===== config.mk =====
export PLATFORM = sky130hd
export DESIGN_NAME = sha1_message_digest
export DESIGN_NICKNAME = d
export VERILOG_FILES = /design/src/rtl/core/sha1md_pkg.sv /design/src/rtl/core/sha1_message_digest.sv
export SDC_FILE = /design/constraint.sdc
export NUM_CORES = 2
export LEC_CHECK = 0
export ABC_AREA = 1
export BUFFER_PORTS_ARGS = -buffer_cell sky130_fd_sc_hd__clkbuf_2
export CAP_MARGIN = 0
export CORE_UTILIZATION = 45
export CTS_CLUSTER_SIZE = 30
export DETAILED_ROUTE_END_ITERATION = 16
export GPL_TIMING_DRIVEN = 0
export SLEW_MARGIN = 25
export SYNTH_ARGS = -nofsm -noshare
export SYNTH_HDL_FRONTEND = slang
export SYNTH_SLANG_ARGS = --single-unit

===== constraint.sdc =====
create_clock -name i_clk -period 46.5 [get_ports i_clk]
set_clock_uncertainty 0.05 [all_clocks]
set_input_delay 6.975 -clock i_clk [delete_from_list [all_inputs] [get_ports i_clk]]
set_output_delay 6.975 -clock i_clk [all_outputs]
set_load 0.05 [all_outputs]

===== src/rtl/core/sha1md_pkg.sv =====
package sha1md_pkg;

    typedef enum logic [2:0] {
        ST_IDLE,
        ST_PAD,
        ST_COMP,
        ST_FOLD,
        ST_OUT
    } t_state;

    typedef enum logic [1:0] {
        REQ_BYTE     = 2'd0,
        REQ_BYTE_FIN = 2'd1,
        REQ_FIN      = 2'd2,
        REQ_NONE     = 2'd3
    } t_req;

    localparam logic [31:0] K_R0 = 32'h5A827999;
    localparam logic [31:0] K_R1 = 32'h6ED9EBA1;
    localparam logic [31:0] K_R2 = 32'h8F1BBCDC;
    localparam logic [31:0] K_R3 = 32'hCA62C1D6;

    localparam int unsigned DIGEST_WORDS = 5;
    localparam int unsigned ROUNDS       = 80;

    localparam logic [31:0] H_INIT [DIGEST_WORDS] = '{
        32'h67452301, 32'hEFCDAB89, 32'h98BADCFE, 32'h10325476, 32'hC3D2E1F0
    };

    localparam logic [7:0] PAD_MARK = 8'h80;
    localparam logic [5:0] LEN_POS  = 6'd56;

    function automatic logic [31:0] rotl1(input logic [31:0] x);
        return {x[30:0], x[31]};
    endfunction

    function automatic logic [31:0] rotl5(input logic [31:0] x);
        return {x[26:0], x[31:27]};
    endfunction

    function automatic logic [31:0] rotl30(input logic [31:0] x);
        return {x[1:0], x[31:2]};
    endfunction

endpackage


===== src/rtl/core/sha1_message_digest.sv =====
// Channel  | Handshake          | Payload
// ---------+--------------------+-------------------------------------------
// input    | i_valid / o_ready  | i_req_type, i_msg_byte
// output   | o_valid / i_ready  | o_digest_word, o_word_index, o_digest_last
//
// Each full 64-byte block runs 80 rounds through one round adder, then folds the
// working words into the chaining state one word at a time through one 32-bit
// adder. A finish inserts one padding or length byte per cycle, compresses once
// or twice, then presents the five words one per accepted cycle. o_ready is low
// from the finish until the last word is taken. Reset (i_rst_n, synchronous)
// loads the initial hash values and clears the fill count and length.
module sha1_message_digest (
    input  logic        i_clk,
    input  logic        i_rst_n,
    input  logic        i_valid,
    output logic        o_ready,
    input  logic [1:0]  i_req_type,
    input  logic [7:0]  i_msg_byte,
    output logic        o_valid,
    input  logic        i_ready,
    output logic [31:0] o_digest_word,
    output logic [2:0]  o_word_index,
    output logic        o_digest_last
);

    sha1md_pkg::t_state r_state, n_state;

    logic [31:0]  r_h [sha1md_pkg::DIGEST_WORDS];
    logic [31:0]  n_h [sha1md_pkg::DIGEST_WORDS];
    logic [5:0]   r_fill, n_fill;
    logic [63:0]  r_len, n_len;
    logic         r_fin, n_fin;
    logic         r_mark, n_mark;
    logic         r_len_done, n_len_done;
    logic [2:0]   r_lcnt, n_lcnt;
    logic [6:0]   r_rnd, n_rnd;
    logic [2:0]   r_fcnt, n_fcnt;
    logic [2:0]   r_oidx, n_oidx;

    // block window and working words
    logic [511:0] r_blk, n_blk;
    logic [31:0]  r_a, r_b, r_c, r_d, r_e;
    logic [31:0]  n_a, n_b, n_c, n_d, n_e;

    logic [31:0]  wt, f, k, tmp;
    logic [7:0]   pad_byte;
    logic         in_acc;

    assign o_ready       = (r_state == sha1md_pkg::ST_IDLE);
    assign o_valid       = (r_state == sha1md_pkg::ST_OUT);
    assign o_digest_word = r_h[r_oidx];
    assign o_word_index  = r_oidx;
    assign o_digest_last = (r_oidx == 3'(sha1md_pkg::DIGEST_WORDS - 1));
    assign in_acc        = i_valid && o_ready;

    // shared round unit
    always_comb begin
        if (r_rnd < 7'd16) begin
            wt = r_blk[511:480];
        end else begin
            wt = sha1md_pkg::rotl1(r_blk[95:64] ^ r_blk[255:224] ^
                                   r_blk[447:416] ^ r_blk[511:480]);
        end
        if (r_rnd < 7'd20) begin
            f = (r_b & r_c) | (~r_b & r_d);
            k = sha1md_pkg::K_R0;
        end else if (r_rnd < 7'd40) begin
            f = r_b ^ r_c ^ r_d;
            k = sha1md_pkg::K_R1;
        end else if (r_rnd < 7'd60) begin
            f = (r_b & r_c) | (r_b & r_d) | (r_c & r_d);
            k = sha1md_pkg::K_R2;
        end else begin
            f = r_b ^ r_c ^ r_d;
            k = sha1md_pkg::K_R3;
        end
        tmp = sha1md_pkg::rotl5(r_a) + f + r_e + k + wt;
    end

    // padding byte source: marker, zeros up to the length slot, then length
    always_comb begin
        if (!r_mark) begin
            pad_byte = sha1md_pkg::PAD_MARK;
        end else if (r_lcnt == 3'd0 && r_fill != sha1md_pkg::LEN_POS) begin
            pad_byte = 8'h00;
        end else begin
            pad_byte = r_len[63:56];
        end
    end

    always_comb begin
        n_state    = r_state;
        n_h        = r_h;
        n_fill     = r_fill;
        n_len      = r_len;
        n_fin      = r_fin;
        n_mark     = r_mark;
        n_len_done = r_len_done;
        n_lcnt     = r_lcnt;
        n_rnd      = r_rnd;
        n_fcnt     = r_fcnt;
        n_oidx     = r_oidx;
        n_blk      = r_blk;
        n_a        = r_a;
        n_b        = r_b;
        n_c        = r_c;
        n_d        = r_d;
        n_e        = r_e;

        unique case (r_state)
            sha1md_pkg::ST_IDLE: begin
                if (in_acc) begin
                    unique case (sha1md_pkg::t_req'(i_req_type)) inside
                        sha1md_pkg::REQ_BYTE, sha1md_pkg::REQ_BYTE_FIN: begin
                            n_blk  = {r_blk[503:0], i_msg_byte};
                            n_fill = r_fill + 6'd1;
                            n_len  = r_len + 64'd8;
                            n_fin  = (i_req_type == sha1md_pkg::REQ_BYTE_FIN);
                            if (r_fill == 6'd63) begin
                                n_state = sha1md_pkg::ST_COMP;
                            end else if (i_req_type == sha1md_pkg::REQ_BYTE_FIN) begin
                                n_state = sha1md_pkg::ST_PAD;
                            end
                        end
                        sha1md_pkg::REQ_FIN: begin
                            n_fin   = 1'b1;
                            n_state = sha1md_pkg::ST_PAD;
                        end
                        default: begin
                            // unused code: drop the item
                        end
                    endcase
                end
            end
            sha1md_pkg::ST_PAD: begin
                n_blk  = {r_blk[503:0], pad_byte};
                n_fill = r_fill + 6'd1;
                n_mark = 1'b1;
                if (r_mark && (r_lcnt != 3'd0 || r_fill == sha1md_pkg::LEN_POS)) begin
                    n_len  = {r_len[55:0], 8'h00};
                    n_lcnt = r_lcnt + 3'd1;
                    if (r_lcnt == 3'd7) begin
                        n_len_done = 1'b1;
                    end
                end
                if (r_fill == 6'd63) begin
                    n_state = sha1md_pkg::ST_COMP;
                end
            end
            sha1md_pkg::ST_COMP: begin
                n_blk = {r_blk[479:0], wt};
                n_e   = r_d;
                n_d   = r_c;
                n_c   = sha1md_pkg::rotl30(r_b);
                n_b   = r_a;
                n_a   = tmp;
                n_rnd = r_rnd + 7'd1;
                if (r_rnd == 7'(sha1md_pkg::ROUNDS - 1)) begin
                    n_rnd   = 7'd0;
                    n_fcnt  = 3'd0;
                    n_state = sha1md_pkg::ST_FOLD;
                end
            end
            sha1md_pkg::ST_FOLD: begin
                // rotate both word sets so one adder folds each pair in turn
                for (int i = 0; i < sha1md_pkg::DIGEST_WORDS - 1; i++) begin
                    n_h[i] = r_h[i + 1];
                end
                n_h[sha1md_pkg::DIGEST_WORDS - 1] = r_h[0] + r_a;
                n_a    = r_b;
                n_b    = r_c;
                n_c    = r_d;
                n_d    = r_e;
                n_e    = r_a;
                n_fcnt = r_fcnt + 3'd1;
                if (r_fcnt == 3'(sha1md_pkg::DIGEST_WORDS - 1)) begin
                    if (!r_fin) begin
                        n_state = sha1md_pkg::ST_IDLE;
                    end else if (r_len_done) begin
                        n_oidx  = 3'd0;
                        n_state = sha1md_pkg::ST_OUT;
                    end else begin
                        n_state = sha1md_pkg::ST_PAD;
                    end
                end
            end
            sha1md_pkg::ST_OUT: begin
                if (i_ready) begin
                    n_oidx = r_oidx + 3'd1;
                    if (r_oidx == 3'(sha1md_pkg::DIGEST_WORDS - 1)) begin
                        // reseed; length already shifted out to zero
                        n_h        = sha1md_pkg::H_INIT;
                        n_fill     = 6'd0;
                        n_len      = 64'd0;
                        n_fin      = 1'b0;
                        n_mark     = 1'b0;
                        n_len_done = 1'b0;
                        n_lcnt     = 3'd0;
                        n_oidx     = 3'd0;
                        n_state    = sha1md_pkg::ST_IDLE;
                    end
                end
            end
            default: begin
                n_state = sha1md_pkg::ST_IDLE;
            end
        endcase

        // load the working words on entry to the rounds
        if (n_state == sha1md_pkg::ST_COMP && r_state != sha1md_pkg::ST_COMP) begin
            n_a   = r_h[0];
            n_b   = r_h[1];
            n_c   = r_h[2];
            n_d   = r_h[3];
            n_e   = r_h[4];
            n_rnd = 7'd0;
        end
    end

    always_ff @(posedge i_clk) begin
        if (!i_rst_n) begin
            r_state <= sha1md_pkg::ST_IDLE;
        end else begin
            r_state <= n_state;
        end
    end

    always_ff @(posedge i_clk) begin
        if (!i_rst_n) begin
            r_h        <= sha1md_pkg::H_INIT;
            r_fill     <= 6'd0;
            r_len      <= 64'd0;
            r_fin      <= 1'b0;
            r_mark     <= 1'b0;
            r_len_done <= 1'b0;
            r_lcnt     <= 3'd0;
            r_rnd      <= 7'd0;
            r_fcnt     <= 3'd0;
            r_oidx     <= 3'd0;
        end else begin
            r_h        <= n_h;
            r_fill     <= n_fill;
            r_len      <= n_len;
            r_fin      <= n_fin;
            r_mark     <= n_mark;
            r_len_done <= n_len_done;
            r_lcnt     <= n_lcnt;
            r_rnd      <= n_rnd;
            r_fcnt     <= n_fcnt;
            r_oidx     <= n_oidx;
        end
    end

    always_ff @(posedge i_clk) begin
        r_blk <= n_blk;
        r_a   <= n_a;
        r_b   <= n_b;
        r_c   <= n_c;
        r_d   <= n_d;
        r_e   <= n_e;
    end

endmodule


# Word-level counts from Yosys, hierarchy flattened
# Cells that the tools add are included.
# op_classes
add_sub_neg	11
n_lt_le_gt_ge	5
n_eq_ne	26
mux	73
bitwise_logic	15
n_reduce_logical	28
# op_table
op	count
$pmux W512 S3	1
$mux W512	2
$mux W32	13
$mux W160	2
$mux W64	5
$pmux W160 S2	1
$pmux W32 S2	5
$pmux W64 S3	1
$add A32 B32 Y32	5
$xor A32 B32 Y32	5
$and A32 B32 Y32	4
$bmux W32 S3	1
$or A32 B32 Y32	3
$add A64 B4 Y64 const B	1
$mux W3	19
$not A32 Y32	1
$mux W31	1
$mux W6	4
$pmux W3 S2	4
$reduce_and A5 Y1	4
$pmux W6 S3	1
$mux W8	2
$pmux W3 S5	1
$lt A7 B5 Y1 const B	2
other kinds (33)	70
# totals
regBits	924
out_inout_bits	38

# Longest topological paths before layout
# logic_depth
depth_word	12
ltp_mapped	28
mapped_depth_nobuf	26

# Worst setup path after synthesis
# No wires, ideal clock.
# synth_path
path_kind	input port to flip-flop
startpoint	in i_req_type[1]
endpoint	reg r_blk[0], enable pin
t_arrival_ns	32.777
path_slack_ns	11.980
stages	6
n_path_buf	0
path_cell_list	inv_1 -> ha_1 -> nor2_1 -> nand2_1 -> o21ai_2 -> a31oi_1
# synth_via
elab_chain_len	4
# synth_rtl
element	line	rtl
start: declaration	sha1_message_digest.sv:17	input logic [1:0] i_req_type,
$eq A2 B1 Y1 / $logic_not A2 Y1 (equally long branches)	n/a	
$reduce_or A2 Y1 (*)	sha1_message_digest.sv:113	unique case (sha1md_pkg::t_req'(i_req_type)) inside
$ne A2 B1 Y1 (no line) (*)	n/a	
$reduce_and A3 Y1 (no line) (*)	n/a	
end signal: assignment	sha1_message_digest.sv:255	r_blk <= n_blk;
end: declaration	sha1_message_digest.sv:41	logic [511:0] r_blk, n_blk;
# Every way passes the cells marked *; elsewhere a longest branch is shown, timed or not.
# A chain may end at the register's enable or synchronous reset.

# Worst setup path in the final report
# layout_path
startpoint	reg r_oidx[2], in the netlist o_word_index[2]
endpoint	out o_digest_word[16]
# layout_via
elab_chain_len	4
# layout_rtl
element	line	rtl
start: declaration	sha1_message_digest.sv:38	logic [2:0] r_oidx, n_oidx;
start signal: assignment	sha1_message_digest.sv:250	r_oidx <= n_oidx;
$not A3 Y4 (implied by the code)	sha1_message_digest.sv:51	assign o_digest_word = r_h[r_oidx];
$bmux W32 S3	sha1_message_digest.sv:51	
$mux W32 (implied by the code) (2 in series)	sha1_message_digest.sv:51	
end: declaration	sha1_message_digest.sv:21	output logic [31:0] o_digest_word,
# Every way passes these cells. The select of a mux whose other input is x is not followed.

==> Implementation_results.wiki <==
{| class="wikitable"
! Metric !! Value
|-
| Drt wl/cell || 26.5 um
|-
| GP Congestion || 0.988
|-
| Root buffer cell || sky130_fd_sc_hd__clkbuf_16
|-
| Placed cell count || 7807
|-
| CTS HTree Levels || 3
|-
| Die width || 340 um
|-
| Worst endpoint required time || 39470 ps
|-
| Post-route fraction of the period consumed by the critical path || 0.231
|-
| Post-DP HPWL || 169 mm
|-
| Portion of synthesized cell area occupied by the leading cell type || 0.393
|-
| Overall track demand over capacity in global routing || 0.361
|-
| Final critical-path required period || roughly 11000 ps
|-
| Library cell occupying the most area in the post-synthesis netlist || sky130_fd_sc_hd__edfxtp_1
|-
| Layout cell share with drive strength beyond 1 || 0.0545
|-
| Worst Path Buf+Inv || 4
|-
| Source-to-sink clock delay at the later pin of the worst-skew pair || 730 ps
|-
| First-pass GRT wire length || 302 mm
|-
| Class of the most critical hold timing path || reg -> reg
|-
| Slew at the pin with the worst max-slew slack || 1100 ps
|-
| Core Footprint || 113000 um^2
|-
| Layout filler cell count || 10900
|-
| Power Density || 36.5 nW/um^2
|-
| Most area-consuming cells after synthesis || sky130_fd_sc_hd__edfxtp_1 39%, sky130_fd_sc_hd__nand2_1 16%, sky130_fd_sc_hd__dfxtp_1 9.7%
|-
| Area enclosed by the die boundary || between 100000 and 150000 um^2
|-
| Data arrival, critical path || around 3700 ps
|-
| Initial antenna violation count || 1
|-
| Worst hold margin || 412 ps
|-
| Synth Area in Compound Gates || 0.128
|-
| Vias || 45500
|-
| Via/cell ratio || 5.69
|-
| Number of port buffers || 50
|-
| Number of pins exceeding their max-slew limit in the final report || 0
|-
| Run status || finished, final reports clean
|-
| EDFF count, synth || between 600 and 700
|-
| Main combinational cell family by area after synthesis || simple AND/OR/NAND/NOR gates
|-
| Maximum operating frequency || 93.0 MHz
|-
| Die Y-Extent || 340 um
|-
| Post-Syn Nets || 6438
|-
| Number of DRC violations after detailed-routing iteration 0 || 5643
|-
| Static leakage || 23.5 nW
|-
| Final sum of negative setup slack || 0 ps
|-
| Count of mapped cells out of synthesis || a little over 6000
|-
| Critical path type || reg -> out
|-
| Cell family contributing the most delay on the critical path || buffers and inverters
|-
| Clock sink count || 921
|-
| Share of synthesized flip-flops with an asynchronous set or reset || 0
|-
| Final standard cell count with taps included and fillers excluded || 7999
|-
| Pre-antenna DRT Iters || 6
|-
| Mean post-synth cell area || a little over 8 um^2
|-
| Initial standard-cell utilization of the core || 0.456
|-
| Hold buffers post-CTS || 0
|-
| Diode count || 0
|-
| Post-synthesis cell area || 51400 um^2
|-
| Max_slew headroom || 0.263
|-
| Final number of setup-violating endpoints || 0
|-
| Main flop type after synthesis || sky130_fd_sc_hd__edfxtp_1
|-
| Max-Cap Viols || 0
|-
| # DRC || 0
|-
| Maximum clock path buffer count || 3
|-
| Area growth, synth to finish || 12.9%
|-
| Yosys warns || 0
|-
| Total Nets Final || about 6600
|-
| Sort of element at the end of the critical path || output pin
|-
| Final wirelength || 212 mm
|-
| Cell repeated most along the worst path || sky130_fd_sc_hd__clkbuf_1
|-
| Cells along the critical path || clkbuf_1, clkinv_1, clkbuf_1, o31ai_1, clkbuf_2
|-
| Setup repair bufs after CTS || 0
|-
| Number of hold violations in the final report || 0
|-
| Maximum cell stage delay along the critical path || between 600 and 700 ps
|-
| Adder-Cell Fraction of Synth Area || 0.0676
|-
| Proportion of synthesized area in mux cells || 0.000195
|-
| Synthesized-area fraction occupied by xor and xnor cells || 0.0262
|-
| Overall overflow remaining after global route || 0
|-
| Setup repair after global routing missed its margin || false
|-
| IR Drop Worst-Case VDD || around 0.000030 V
|-
| Maximum net fanout on the critical path || 10
|-
| TritonCTS Buffers || 104
|-
| Clock slew seen by the registers of the worst setup and hold paths || 60 ps
|-
| Site row count || 123
|-
| Maximum number of pins on one net before global-route repair || 23
|-
| Library cell contributing the largest single delay on the critical path || sky130_fd_sc_hd__clkinv_1
|-
| Post-synth cell types || 61
|-
| Final worst-path setup slack || 35740 ps
|-
| Via count of the first global-routing pass || 43800
|-
| Post-CTS sizing || 0
|-
| TritonCTS clock tree || built
|-
| I/O Pins || 52
|-
| Number of antenna-violating nets in the routed design || 0
|-
| Worst slack at placement || approximately 36000 ps
|-
| Simple logic cell fraction of the synthesized area || 0.223
|-
| Number of synthesized register bits || slightly above 900
|-
| Type of element launching the critical path || flip-flop
|-
| Fraction of the yosys area taken by sequential cells || 0.490
|}
## per-stage QoR
| stage | util | total power [W] | cell area [um^2] |
|---|---|---|---|
| CTS | 0.514 | 0.00212 | 58000 |
| finish | 0.514 | 0.00212 | 58000 |
| global placement | 0.474 | 0.00133 | 53500 |
| global route | 0.514 | 0.00218 | 58000 |
| floorplan | - | 0.00121 | 51400 |
| detailed placement | 0.483 | 0.00127 | 54500 |
## report_power, final
part	internal [W]	switching (W)	leakage (nW)
clock	0.000495	0.000365	1.69
combinational	0.0000934	0.000173	13.5
sequential	0.000946	0.0000451	8.27
## cell families (layout without fill, tap and decap cells)
kind of cell	after synthesis	after routing
AND/OR/NAND/NOR	2885	2885
AO/OA/AOI/OAI	1185	1185
flip-flops	921	921
buffers and inverters	868	1148
adder cells (fa/ha/maj)	205	205
XOR/XNOR	154	154
multiplexers	1	1
## sequential cells by signal, indices dropped and copies added, names as in the netlist
name / flops
r_fin: 1
r_blk: 512
r_fill: 6
r_e: 32
r_mark: 1
r_len: 61
r_h: 160
r_a: 32
r_lcnt: 3
r_b: 32
o_word_index: 3
r_len_done: 1
r_d: 32
r_fcnt: 3
r_state: 3
r_c: 32
r_rnd: 7
## layout by cell type (no fill, tap or decap), drive strengths merged, types with 121 or more instances in the layout
cell type  netlist  routed
edfxtp         672     672
nand3          212     212
clkbuf         221     414
buf             99     137
nor2           352     352
dfxtp          249     249
nand2         2191    2191
fa             121     121
inv            544     548
o21ai          549     549
a21oi          353     353
## per-layer routing
metal | wire, um | up-vias | track usage
li1 | - | 21100 | -
met1 | 83200 | 21700 | 0.460
met2 | 99500 | 2312 | 0.595
met3 | 17500 | 467 | 0.0549
met4 | 11900 | 2 | 0.185
met5 | 13 | - | 0
## cells in the mapped netlist, drive strengths merged (10+ instances only)
master	number
o221ai	12
xor2	44
a22oi	25
xnor2	110
o211ai	60
fa	121
buf	99
or2	10
a31oi	91
nand3	212
o22ai	18
edfxtp	672
o21bai	13
clkbuf	221
a21oi	353
dfxtp	249
nor3	48
a211oi	19
nand2	2191
nor2	352
ha	84
inv	544
o21ai	549
nand4	40
## path summary, 6_finish.rpt
path / end / start / slack (ps) / depth (start not counted)
worst min register to register: r_h[113]$_SDFFE_PN0P_ / r_h[81]$_SDFFE_PN1P_ / 410 / 2
worst min-delay path: r_h[113]$_SDFFE_PN0P_ / r_h[81]$_SDFFE_PN1P_ / 410 / 2
worst max register to register: r_a[17]$_DFFE_PP_ / r_rnd[4]$_SDFFE_PP0P_ / 39220 / 22
worst max-delay path: o_digest_word[16] / o_word_index[2]$_SDFFE_PN0P_ / 35740 / 5
## worst reg2reg max path, cell delays in order, from the launching register on
cell                       delay, ps
sky130_fd_sc_hd__dfxtp_1         420
sky130_fd_sc_hd__nand2_1          80
sky130_fd_sc_hd__nand3_1         750
sky130_fd_sc_hd__nand2_1         600
sky130_fd_sc_hd__nand2_1         280
sky130_fd_sc_hd__clkbuf_1        630
sky130_fd_sc_hd__buf_2           510
sky130_fd_sc_hd__nand2_1         100
sky130_fd_sc_hd__nand3_1         160
sky130_fd_sc_hd__fa_1            430
sky130_fd_sc_hd__inv_1            90
sky130_fd_sc_hd__fa_1            460
sky130_fd_sc_hd__fa_1            510
sky130_fd_sc_hd__o21ai_0         670
sky130_fd_sc_hd__nand2_1         100
sky130_fd_sc_hd__nand2_1         260
sky130_fd_sc_hd__nand2_1          90
sky130_fd_sc_hd__nand2_1         160
sky130_fd_sc_hd__nand2_1         100
sky130_fd_sc_hd__nand3_1          80
sky130_fd_sc_hd__nand3_1         170
sky130_fd_sc_hd__o211ai_1        250
sky130_fd_sc_hd__nand2_1          80
## final cells by class
class	instances	area, um^2	share of cell area
timing repair buffer	88	1220	0.0211
sequential	921	25200	0.434
buffer	320	1310	0.0226
inverter	548	2060	0.0355
tap	1500	1880	0.0324
clock buffer	143	2870	0.0495
multi-input combinational	4430	22900	0.395
clock inverter	49	619	0.0107
(Power assumes the default switching activity.)
